File: config.mk
export PLATFORM = sky130hd
export DESIGN_NAME = sector_readahead_planner
export DESIGN_NICKNAME = d
export VERILOG_FILES = /design/src/srp_pkg.sv /design/src/srp_plan.sv /design/src/sector_readahead_planner.sv
export SDC_FILE = /design/constraint.sdc
export NUM_CORES = 1
export LEC_CHECK = 0
export BUFFER_PORTS_ARGS = -buffer_cell sky130_fd_sc_hd__buf_4
export CAP_MARGIN = 20
export CORE_MARGIN = 3
export CORE_UTILIZATION = 62
export CTS_CLUSTER_DIAMETER = 120
export DETAILED_ROUTE_END_ITERATION = 8
export GPL_TIMING_DRIVEN = 0
export PLACE_DENSITY = 0.93
export SYNTH_ARGS = -nofsm -noshare
export SYNTH_HDL_FRONTEND = slang
export SYNTH_SLANG_ARGS = --single-unit
File: constraint.sdc
create_clock -name clk_i -period 29.6 [get_ports clk_i]
set_input_delay 1.48 -clock clk_i [delete_from_list [all_inputs] [get_ports clk_i]]
set_output_delay 1.48 -clock clk_i [all_outputs]
set_load 0.005 [all_outputs]
File: src/srp_pkg.sv
// Shared types and constants of the sector read-ahead planner.
`timescale 1ns / 1ps

package srp_pkg;

  // Prefetch block size and the window level at or below which a refill goes out.
  localparam int PREFETCH_BLOCK = 256;
  localparam int REFILL_LEVEL   = 256;

  localparam int SECTOR_W  = 32;
  localparam int COUNT_W   = 16;
  localparam int WIN_LEN_W = 10;
  localparam int RES_SLOTS = 3;
  localparam int SLOT_W    = 2;

  typedef enum logic {
    KIND_READ_REQ  = 1'b0,
    KIND_RECV_PLAN = 1'b1
  } kind_e;

  typedef struct packed {
    logic [SECTOR_W-1:0]  start;
    logic [WIN_LEN_W-1:0] len;
  } win_t;

  typedef struct packed {
    kind_e                kind;
    logic [SECTOR_W-1:0]  first_sector;
    logic [COUNT_W-1:0]   sector_total;
    logic [WIN_LEN_W-1:0] discard_total;
    logic                 last_item;
  } res_t;

  typedef struct packed {
    win_t              win;
    logic [SLOT_W-1:0] num;
    res_t [RES_SLOTS-1:0] res;
  } plan_t;

endpackage

File: src/srp_plan.sv
// Combinational planner: window hit test, trimming, widening, refill and result list.
`timescale 1ns / 1ps

module srp_plan import srp_pkg::*; (
  input  win_t                win_i,
  input  logic                readahead_i,
  input  logic [SECTOR_W-1:0] sec_i,
  input  logic [COUNT_W-1:0]  cnt_i,
  output plan_t               plan_o
);

  logic [SECTOR_W-1:0]  win_end;
  logic [SECTOR_W-1:0]  diff;
  logic [SECTOR_W-1:0]  req_end;
  logic                 hit;
  logic [WIN_LEN_W-1:0] discard;
  logic [WIN_LEN_W-1:0] coming;
  logic                 keep;
  win_t                 win1;
  win_t                 win2;
  win_t                 win3;
  logic                 need_req;
  logic [COUNT_W-1:0]   nreq;
  logic                 widen;
  logic                 refill;
  res_t                 req0;
  res_t                 req1;
  res_t                 plan;

  always_comb begin
    win_end = win_i.start + SECTOR_W'(win_i.len);
    diff    = sec_i - win_i.start;
    req_end = sec_i + SECTOR_W'(cnt_i);
    hit     = (sec_i >= win_i.start) && (sec_i < win_end);

    // The offset into a hit window is below its length, so it fits the length width.
    discard = hit ? diff[WIN_LEN_W-1:0] : win_i.len;
    coming  = hit ? (win_i.len - diff[WIN_LEN_W-1:0]) : '0;

    // The window survives only when it reaches past the caller's request.
    keep = hit && (COUNT_W'(coming) > cnt_i);
    win1.start = keep ? req_end : win_i.start;
    win1.len   = keep ? (coming - cnt_i[WIN_LEN_W-1:0]) : '0;

    need_req = COUNT_W'(coming) < cnt_i;
    nreq     = cnt_i - COUNT_W'(coming);
    widen    = need_req && readahead_i && (nreq < COUNT_W'(PREFETCH_BLOCK));
    win2 = win1;
    if (widen) begin
      win2.start = req_end;
      win2.len   = WIN_LEN_W'(PREFETCH_BLOCK) - nreq[WIN_LEN_W-1:0];
    end

    refill = readahead_i && (win2.len <= WIN_LEN_W'(REFILL_LEVEL));
    win3 = win2;
    if (refill) begin
      if (win2.len == '0) begin
        win3.start = req_end;
      end
      win3.len = win2.len + WIN_LEN_W'(PREFETCH_BLOCK);
    end

    req0.kind          = KIND_READ_REQ;
    req0.first_sector  = sec_i + SECTOR_W'(coming);
    req0.sector_total  = widen ? COUNT_W'(PREFETCH_BLOCK) : nreq;
    req0.discard_total = '0;
    req0.last_item     = 1'b0;

    req1.kind          = KIND_READ_REQ;
    req1.first_sector  = win3.start + SECTOR_W'(win2.len);
    req1.sector_total  = COUNT_W'(PREFETCH_BLOCK);
    req1.discard_total = '0;
    req1.last_item     = 1'b0;

    plan.kind          = KIND_RECV_PLAN;
    plan.first_sector  = sec_i;
    plan.sector_total  = cnt_i;
    plan.discard_total = discard;
    plan.last_item     = 1'b1;

    plan_o.res = '0;
    if (cnt_i == '0) begin
      // An empty request leaves the window alone and produces nothing.
      plan_o.win = win_i;
      plan_o.num = '0;
    end else begin
      plan_o.win = win3;
      case ({need_req, refill})
        2'b11: begin
          plan_o.num    = SLOT_W'(3);
          plan_o.res[0] = req0;
          plan_o.res[1] = req1;
          plan_o.res[2] = plan;
        end
        2'b10: begin
          plan_o.num    = SLOT_W'(2);
          plan_o.res[0] = req0;
          plan_o.res[1] = plan;
        end
        2'b01: begin
          plan_o.num    = SLOT_W'(2);
          plan_o.res[0] = req1;
          plan_o.res[1] = plan;
        end
        default: begin
          plan_o.num    = SLOT_W'(1);
          plan_o.res[0] = plan;
        end
      endcase
    end
  end

endmodule

File: src/sector_readahead_planner.sv
// Top level of the sector read-ahead planner: input register, window state, result queue.
`timescale 1ns / 1ps

// Each nonzero read request (start sector, count) produces one, two or three
// result transfers on the master side: an optional read request for sectors
// the prefetch window does not hold, an optional refill request for the next
// prefetch block, and always a receive plan (tlast high) that tells how many
// stale prefetched sectors to drop before the caller's data. A request with a
// zero count is taken and produces no transfer. An accepted request waits in
// the input register until the result queue can take its results; the
// planner then updates the window and loads all of that request's results
// together into a three-entry result queue. The queue drains one result per
// cycle while the master side is ready, and the next request is loaded in the
// cycle its predecessor's last result is taken. The window register is updated
// on each load, so requests can follow each other back to back. The read-ahead
// enable should be written only while the planner is idle.

module sector_readahead_planner import srp_pkg::*; (
  input  logic        clk_i,
  input  logic        rst_ni,
  // Configuration: bit 0 enables read-ahead widening and refills.
  input  logic        cfg_we_i,
  input  logic        cfg_wdata_i,
  // Request stream.
  input  logic        s_axis_tvalid_i,
  output logic        s_axis_tready_o,
  input  logic [47:0] s_axis_tdata_i,  // [31:0] start_sector, [47:32] sector_count
  // Result stream.
  output logic        m_axis_tvalid_o,
  input  logic        m_axis_tready_i,
  // [31:0] first_sector, [47:32] sector_total, [57:48] discard_total, [63:58] zero
  output logic [63:0] m_axis_tdata_o,
  output logic        m_axis_tuser_o,  // [0] result_kind
  output logic        m_axis_tlast_o   // last_item
);

  logic                readahead_q;
  logic                in_valid_q;
  logic [SECTOR_W-1:0] sec_q;
  logic [COUNT_W-1:0]  cnt_q;
  win_t                win_q;
  res_t [RES_SLOTS-1:0] res_q;
  logic [SLOT_W-1:0]   pend_q;
  logic [SLOT_W-1:0]   rd_q;

  plan_t plan;
  logic  out_xfer;
  logic  in_xfer;
  logic  load;
  res_t  head;

  srp_plan u_plan (
    .win_i      (win_q),
    .readahead_i(readahead_q),
    .sec_i      (sec_q),
    .cnt_i      (cnt_q),
    .plan_o     (plan)
  );

  // The queue can take a new result set once it is empty or its last entry leaves now.
  assign out_xfer = m_axis_tvalid_o && m_axis_tready_i;
  assign load     = in_valid_q &&
                    ((pend_q == '0) || ((pend_q == SLOT_W'(1)) && m_axis_tready_i));
  assign s_axis_tready_o = !in_valid_q || load;
  assign in_xfer  = s_axis_tvalid_i && s_axis_tready_o;

  always_comb begin
    case (rd_q)
      SLOT_W'(0): head = res_q[0];
      SLOT_W'(1): head = res_q[1];
      SLOT_W'(2): head = res_q[2];
      default:    head = res_q[0];
    endcase
  end

  assign m_axis_tvalid_o = pend_q != '0;
  assign m_axis_tdata_o  = {6'b0, head.discard_total, head.sector_total, head.first_sector};
  assign m_axis_tuser_o  = head.kind;
  assign m_axis_tlast_o  = head.last_item;

  always_ff @(posedge clk_i or negedge rst_ni) begin
    if (!rst_ni) begin
      readahead_q <= 1'b0;
      in_valid_q  <= 1'b0;
      win_q       <= '0;
      pend_q      <= '0;
      rd_q        <= '0;
    end else begin
      if (cfg_we_i) begin
        readahead_q <= cfg_wdata_i;
      end
      if (in_xfer) begin
        in_valid_q <= 1'b1;
      end else if (load) begin
        in_valid_q <= 1'b0;
      end
      if (load) begin
        win_q  <= plan.win;
        pend_q <= plan.num;
        rd_q   <= '0;
      end else if (out_xfer) begin
        pend_q <= pend_q - SLOT_W'(1);
        rd_q   <= rd_q + SLOT_W'(1);
      end
    end
  end

  // Payload registers carry no reset.
  always_ff @(posedge clk_i) begin
    if (in_xfer) begin
      sec_q <= s_axis_tdata_i[31:0];
      cnt_q <= s_axis_tdata_i[47:32];
    end
    if (load) begin
      res_q <= plan.res;
    end
  end

  // The receive plan is always the last entry of a result set.
  assert property (@(posedge clk_i) disable iff (!rst_ni)
    m_axis_tvalid_o && m_axis_tlast_o |-> pend_q == SLOT_W'(1))
    else $error("receive plan is not the last queued result");

  assert property (@(posedge clk_i) disable iff (!rst_ni)
    m_axis_tvalid_o && !m_axis_tlast_o |-> pend_q != SLOT_W'(1))
    else $error("queue ends on a read request");

  // Read pointer and remaining entries never run past the queue.
  assert property (@(posedge clk_i) disable iff (!rst_ni)
    ({1'b0, rd_q} + {1'b0, pend_q}) <= (SLOT_W + 1)'(RES_SLOTS))
    else $error("result queue overrun");

  // The window never grows beyond two prefetch blocks.
  assert property (@(posedge clk_i) disable iff (!rst_ni)
    win_q.len <= WIN_LEN_W'(2 * PREFETCH_BLOCK))
    else $error("window length out of range");

  // A loaded result set with results starts at the head of the queue.
  assert property (@(posedge clk_i) disable iff (!rst_ni)
    load |=> rd_q == '0)
    else $error("result set not loaded at queue head");

endmodule
* Word-level counts from Yosys, hierarchy flattened
Index checks and enable logic that the tools add are counted.
Operators by class: bitwise logic cells 2, add/sub/neg operators 12, order comparisons 6, eq/ne operators 6, mux-type cells 20, reductions and logical operators 22
Operator list (number):
- $pmux 60 s2 | 3
- $add 32x10->32 | 3
- $mux 42 | 2
- $mux 32 | 2
- $mux 60 | 1
- $add 32x16->32 | 1
- $ge 32x32->1 | 1
- $lt 32x32->1 | 1
- $mux 10 | 3
- $sub 10x10->10 | 3
- $gt 10x16->1 | 1
- $logic_not 16->1 | 1
- $lt 10x16->1 | 1
- $lt 16x9->1 const B | 1
- $mux 16 | 1
- $sub 16x10->16 | 1
- $add 10x9->10 const B | 1
- $le 10x9->1 const B | 1
- $logic_not 10->1 | 1
- $mux 2 | 5
- $sub 9x10->10 const A | 1
- $logic_and 1x1->1 | 9
- $eq 2x1->1 const B | 3
- $eq 2x2->1 const B | 3
- 11 further kinds | 18
Storage, ports and cells: register bits after elaboration 276, input port bits 54

* Logic depth before layout (Yosys ltp)
Gate-level depths: netlist of the first run.
depth after elaboration 15, depth in mapped cells 57, gate-level depth less buffers 52

* Hierarchy
From an unflattened synthesis of the first run, not the netlist that was laid out.
Unflattened totals: cells, all modules 2170, area, all modules 20459.6 µm²
Modules (own cells, without submodules):
- srp_plan | cells each 1604, times used 1, area each 10383.7 µm², sequential area each 0.0 µm²
- sector_readahead_planner | cells each 566, times used 1, area each 10075.9 µm², sequential area each 8047.7 µm²

* Least setup slack after synthesis of the first run
Ideal clock, no wire load.
kind register to register, start point register win_q[0] (netlist name), end point register res_q[51] (netlist name), data pin, library setup time 0.256 ns, arrival time 10.361 ns, slack 18.983 ns, required time 29.344 ns, cell stages (with the launch flop) 56, buffers on the path 7, cells stage by stage dfrtp_1 > ha_1 > inv_1 > fa_1 > nor2b_1 > o21ai_0 > a21boi_0 > o21ai_0 > a21oi_1 > o21ai_0 > nand2b_1 > a21o_1 > a21oi_1 > clkbuf_1 > nor3_1 > xnor2_1 > ha_1 > and3_1 > [... 20 more ...] > o31ai_1 > nand2b_4 > buf_12 > buf_12 > buf_2 > o21ai_0 > fa_1 > a21o_1 > a21oi_1 > o21bai_1 > a21oi_1 > o21ai_1 > nor2b_1 > nand3_1 > mux2i_1 > nand2_1 > xor2_1 > a22o_1
RTL lines:
- from (decl) | RTL line sector_readahead_planner.sv:41 | win_t win_q;
- from (signal assigned) | RTL line sector_readahead_planner.sv:98 | win_q <= plan.win;
- to (signal assigned) | RTL line sector_readahead_planner.sv:115 | res_q <= plan.res;
- to (decl) | RTL line sector_readahead_planner.sv:42 | res_t [RES_SLOTS-1:0] res_q;

==> results of run 1 <==
[final timing paths]
kind,cells after the start,end,startpoint,slack (ps)
setup reg to reg,57,res_q[109]$_SDFFCE_PN0P_,win_q[10]$_DFFE_PN0P_,14720
hold / removal,2,win_q[37]$_DFFE_PN0P_,win_q[37]$_DFFE_PN0P_,560
setup / recovery,57,res_q[109]$_SDFFCE_PN0P_,win_q[10]$_DFFE_PN0P_,14720
min in group asynchronous,1,win_q[41]$_DFFE_PN0P_,rst_ni,940
hold reg to reg,2,win_q[37]$_DFFE_PN0P_,win_q[37]$_DFFE_PN0P_,560
max in group asynchronous,1,in_valid_q$_DFFE_PN0P_,rst_ni,28120
[cells by family after synthesis]
| kind of cell | Yosys count | share of synthesized area [%] |
|---|---|---|
| AOI/OAI and AO/OA | 600 | 19.3 |
| xor gates and xnor gates | 142 | 6.33 |
| other | 1 | 0.0191 |
| and+or+nand+nor | 668 | 16.5 |
| DFF | 273 | 40.5 |
| adders and majority gates | 156 | 10.2 |
| muxes | 40 | 2.16 |
| buffers and inverters | 234 | 4.92 |
[cells in the final DEF (no fill, tap or decap), types with 10 or more instances in the layout]
cell type  netlist  final
clkbuf_16        0     29
a31oi_1         15     15
dfrtp_1         48     48
nand4_1         24     24
nand2b_1        13     13
nand3_1         44     44
a211oi_1        18     18
o31ai_1         10     10
o21bai_1        13     13
a22o_1          24     24
nor3_1          36     36
a22oi_1         65     65
ha_1           148    148
a21oi_1        122    122
edfxtp_1       225    225
nor2b_1         25     25
o22ai_1         18     18
and3_1          43     43
a21o_1          28     28
nor2_1         156    156
nand2_1        219    219
and2_1          33     32
buf_4            9    125
xnor2_1        102    102
a221oi_1        14     14
inv_1          112    112
or3_1           14     14
mux2i_1         21     21
mux2_2          19     19
xor2_1          40     40
o21ai_0        192    192
clkbuf_1        95     98
o21a_1          14     14
nor4_1          17     17
[per-stage QoR]
stage                     hold WS, ps  utilization [%]  setup WS [ps]  power [mW]  std cells
after floorplan                   471                -          18980        1.78       2119
after global placement            489             68.0          14990        2.35       2630
after detailed placement          537             68.3          15530        2.39       2635
after CTS                         559             71.4          15310        2.79       2689
after global routing              586             71.5          14090        3.01       2690
final                             564             71.5          14720        2.87       2690
[routing by layer]
metal | GRT usage [%] | up-vias | wire length, um
li1 | - | 8065 | -
met1 | 57.8 | 8703 | 28300
met2 | 61.1 | 1550 | 29800
met3 | 12.9 | 294 | 10400
met4 | 16.6 | 0 | 3460
met5 | 0 | - | 0
[synthesized netlist by cell type (43+ instances only)]
cell type    n
a22oi_1     65
nor2_1     156
a21oi_1    122
and3_1      43
nand3_1     44
xnor2_1    102
dfrtp_1     48
clkbuf_1    95
nand2_1    219
ha_1       148
inv_1      112
o21ai_0    192
edfxtp_1   225
[cell type report]
| cell class | instances | share of cell area (%) |
|---|---|---|
| tap | 396 | 2.24 |
| clock buffer | 36 | 3.54 |
| sequential | 273 | 36.0 |
| clock inverter | 18 | 0.793 |
| inverter | 112 | 1.90 |
| timing repair buffer | 121 | 4.34 |
| buffer | 122 | 2.49 |
| multi-input combinational | 1612 | 48.7 |
[registers in the layout, summed over array words and instances, names as in the netlist]
name / cells
rd_q: 2
sec_q: 32
readahead_q: 1
res_q: 177
cnt_q: 16
in_valid_q: 1
pend_q: 2
win_q: 42
[where the power goes]
part	total, mW	internal, mW	switching [mW]	leakage (nW)
sequential	0.738	0.623	0.115	2.71
combinational	1.76	0.622	1.14	5.79
clock	0.374	0.207	0.167	0.473
total	2.87	1.45	1.42	8.97
[worst min-delay path: cells and delay by family (launching register included)]
kind / cells / cell delay [ps]
flip-flops: 1 / 400
AO/OA/AOI/OAI: 1 / 70
AND/OR/NAND/NOR: 1 / 60
==> flow_metrics.env, run 1 <==
export IMPL_critical_path_required_ps=29870
export IMPL_syn_area_per_cell_sq_um=9.30
export IMPL_ys_flop_type="edfxtp_1"
export IMPL_crit_buf_inv=9
export IMPL_cts_tree="built"
export IMPL_cp_top_family="compound AO/OA/AOI/OAI gates"
export IMPL_max_freq_mhz=67.2
export IMPL_drive_gt1_share_pct=9.68
export IMPL_placed_area_sq_um=21100
export IMPL_ioPinCount=122
export IMPL_cts_root_buf="clkbuf_16"
export IMPL_core_area_sq_um=30900
export IMPL_ant_nets=0
export IMPL_path_clk_slew_ps=70
export IMPL_max_stage_delay_ps=640
export IMPL_async_flop_share_pct=17.6
export IMPL_gp_congestion=0.999
export IMPL_cp_common_cell="nand2_1"
export IMPL_fin_setup_tns_ps=0
export IMPL_post_cts_buffers=0
export IMPL_grt_pass1_vias=17656
export IMPL_clockBufferDepth=3
export IMPL_cts_resized=0
export IMPL_fin_crit_ps=14880
export IMPL_cts_sinks=273
export IMPL_final_net_count=2481
export IMPL_grt_max_degree=68
export IMPL_vias=18612
export IMPL_grt_ovfl_total=0
export IMPL_design_area_sq_um=22100
export IMPL_yosysWarnings=0
export IMPL_hp_class="flop to flop"
export IMPL_io_buffers=115
export IMPL_initial_core_util_pct=63.6
export IMPL_slew_limit_headroom_pct=30.9
export IMPL_cts_hold_buffers=0
export IMPL_fillers=2226
export IMPL_worst_setup_path_type="flop to flop"
export IMPL_netlist_area_sq_um=19700
export IMPL_dieArea_sq_um=33900
export IMPL_rows=64
export IMPL_firstDrtPassIters=8
export IMPL_tightest_slew_ps=1030
export IMPL_viasPerCell=6.92
export IMPL_synth_cells=2114
export IMPL_synth_edff_count=225
export IMPL_rsz0062_at_grt="no"
export IMPL_grt_first_pass_wirelength_mm=107
export IMPL_multi_input_area_sq_um=10800
export IMPL_numCtsBuffers=29
export IMPL_htree_levels=1
export IMPL_synth_area_top_cells="edfxtp_1 34%, ha_1 9.4%, dfrtp_1 6.1%"
export IMPL_antenna_cells=0
export IMPL_antenna_found_initial=1
export IMPL_cp_end_kind="flop"
export IMPL_p_leak_nw=8.97
export IMPL_fin_crit_sh_pct=50.3
export IMPL_dpl_hpwl_mm=54.6
export IMPL_p_per_area_nw_per_um2=130
export IMPL_post_drt_wl_per_cell_um=26.8
export IMPL_wl_mm=72.0
export IMPL_setup_violations=0
export IMPL_dr_first_iter_drc_count=3192
export IMPL_ys_seq_elements=273
export IMPL_clk_latency_ps=600
export IMPL_finalHoldViolations=0
export IMPL_synth_top_area_share_pct=34.4
export IMPL_grt_usage_pct=41.6
export IMPL_drc_errors=0
export IMPL_ys_seq_area_share_pct=40.5
export IMPL_fp_dieH_um=184
export IMPL_synth_top_area_cell="edfxtp_1"
export IMPL_drv_slew=0
export IMPL_drv_cap=0
export IMPL_cp_arrival_ps=15150
export IMPL_status="finished, final reports clean"
export IMPL_worstPathMaxFanout=10
export IMPL_area_delta_synth_final_pct=12.4
export IMPL_ir_drop_v=0.0000952
export IMPL_cp_start_kind="flop"
export IMPL_slowest_stage="o21ai_1"
export IMPL_die_w_um=184
export IMPL_fin_skew_ps=27.9
export IMPL_yosysUniqueCellTypes=81
export IMPL_seq_area_sq_um=7960
No activity file was read; power rests on OpenSTA's default activity.
==> run 2, diff against run 1 <==
Settings changed: CORE_UTILIZATION 62 to 56, PLACE_DENSITY 0.93 to 0.89.
Clock period 29.6 ns to 13.3 ns, I/O delays scaled along.
==> flow_metrics.env, run 2 (synthesis results as in run 1) <==
export IMPL_status="finished, final reports clean"
export IMPL_top_usage_layer="met2"
export IMPL_cts_hold_buffers=0
export IMPL_setup_violations=0
export IMPL_firstDrtPassIters=7
export IMPL_cts_tree="built"
export IMPL_use_met1_pct=51.4
export IMPL_drc_errors=0
export IMPL_fin_skew_ps=39.1
export IMPL_drv_cap=0
export IMPL_area_delta_synth_final_pct=13.6
export IMPL_largestRegisters="res_q: 177 flops, win_q: 42 flops, sec_q: 32 flops"
export IMPL_slowest_stage="o41ai_1"
export IMPL_worst_setup_path_type="flop to flop"
export IMPL_largest_reg_flops=177
export IMPL_dr_first_iter_drc_count=2539
export IMPL_core_area_sq_um=34000
export IMPL_p_per_area_nw_per_um2=284
export IMPL_initial_core_util_pct=57.8
export IMPL_die_w_um=193
export IMPL_grt_usage_pct=35.4
export IMPL_htree_levels=1
export IMPL_fin_crit_sh_pct=95.2
export IMPL_max_freq_mhz=79.0
export IMPL_rows=67
export IMPL_reg2reg_slack_ps=640
export IMPL_io_buffers=115
export IMPL_rsz0062_at_grt="no"
export IMPL_cp_end_kind="flop"
export IMPL_grt_ovfl_total=0
export IMPL_worstPathMaxFanout=10
export IMPL_grt_first_pass_wirelength_mm=103
export IMPL_tightest_slew_ps=1170
export IMPL_critical_path_required_ps=13740
export IMPL_use_met2_pct=53.7
export IMPL_path_clk_slew_ps=70
export IMPL_antenna_cells=0
export IMPL_viasPerCell=6.62
export IMPL_r2r_start="win_q[10]$_DFFE_PN0P_"
export IMPL_cp_top_family="compound AO/OA/AOI/OAI gates"
export IMPL_final_common_cell="edfxtp_1"
export IMPL_finalHoldViolations=0
export IMPL_drive_gt1_share_pct=11.0
export IMPL_fin_setup_tns_ps=0
export IMPL_grt_pass1_vias=16979
export IMPL_final_net_count=2482
export IMPL_fin_crit_ps=12660
export IMPL_cp_start_kind="flop"
export IMPL_hold_worst_slack_ps=87.4
export IMPL_wl_mm=68.8
export IMPL_clockBufferDepth=3
export IMPL_r2r_end="res_q[51]$_SDFFCE_PN0P_"
export IMPL_rr_worst_depth=56
export IMPL_ir_drop_v=0.000295
export IMPL_ioPinCount=122
export IMPL_numCtsBuffers=30
export IMPL_hp_class="input pin to asynchronous set/reset pin"
export IMPL_use_met3_pct=7.27
export IMPL_slew_limit_headroom_pct=20.8
export IMPL_grt_max_degree=74
export IMPL_dieArea_sq_um=37400
export IMPL_ant_nets=0
export IMPL_fp_dieH_um=193
export IMPL_most_common_layout_cells="225 x edfxtp_1, 219 x nand2_1, 188 x o21ai_0"
export IMPL_p_leak_nw=9.03
export IMPL_cts_root_buf="clkbuf_16"
export IMPL_antenna_found_initial=0
export IMPL_cp_arrival_ps=13100
export IMPL_drv_slew=0
export IMPL_clk_latency_ps=620
export IMPL_cts_sinks=273
export IMPL_p_total_mw=6.35
export IMPL_crit_buf_inv=10
export IMPL_max_stage_delay_ps=490
export IMPL_post_drt_wl_per_cell_um=25.1
export IMPL_regMostFlops="res_q"
export IMPL_gp_congestion=1.01
export IMPL_dpl_hpwl_mm=54.0
export IMPL_vias=18170
[run 2: cell types whose count changed in the layout (fill, tap and decap cells not counted), sizes merged]
| cell | delta |
|---|---|
| clkinvlp | +3 |
| clkinv | -7 |
| bufinv | -2 |
| clkbuf | +7 |
| inv | +2 |
| buf | -1 |
[run 2: routing by layer]
layer  part of all wire, %  up-vias
met5                     0        -
met4                   3.6        0
met3                    13      176
met2                    43     1290
met1                    41     8630
li1                      -     8074
[run 2: worst max-delay path by stage]
stage                           from                       to  cells after the start
4_1_cts        win_q[10]$_DFFE_PN0P_  res_q[53]$_SDFFCE_PN0P_                     56
3_3_place_gp   win_q[10]$_DFFE_PN0P_  res_q[53]$_SDFFCE_PN0P_                     55
5_1_grt         win_q[0]$_DFFE_PN0P_  res_q[53]$_SDFFCE_PN0P_                     56
3_5_place_dp   win_q[10]$_DFFE_PN0P_  res_q[53]$_SDFFCE_PN0P_                     56
6_report       win_q[10]$_DFFE_PN0P_  res_q[51]$_SDFFCE_PN0P_                     56
2_1_floorplan   win_q[0]$_DFFE_PN0P_  res_q[51]$_SDFFCE_PN0P_                     55
[run 2: metrics by stage]
stage | util, % | cell area (sq um) | setup slack (ps) | instances
3_3_place_gp | 62.0 | 21100 | -987 | 2682
4_1_cts | 65.2 | 22200 | 22.2 | 2742
6_report | 65.6 | 22300 | 640 | 2744
3_5_place_dp | 62.2 | 21200 | -911 | 2686
2_1_floorplan | - | 19700 | 2680 | 2119
5_1_grt | 65.6 | 22300 | 28.2 | 2744
[run 2: cell type report]
class	instances	area [sq um]
multi-input combinational	1612	10900
clock inverter	14	114
fill	2697	11700
inverter	112	420
sequential	273	7960
tap	448	561
clock buffer	42	867
timing repair buffer	121	958
buffer	122	564
[run 2: repair_timing]
item	CTS	global route
setup buffers	0	1
pin swaps	0	1
endpoints found under the setup margin	40	52
gates resized for setup	9	33
[run 2: report_power, final]
group	switching (mW)	total [mW]	leakage (nW)	internal [mW]
logic	2.51	3.90	5.85	1.39
clock network	0.369	0.828	0.472	0.459
registers	0.231	1.62	2.71	1.39
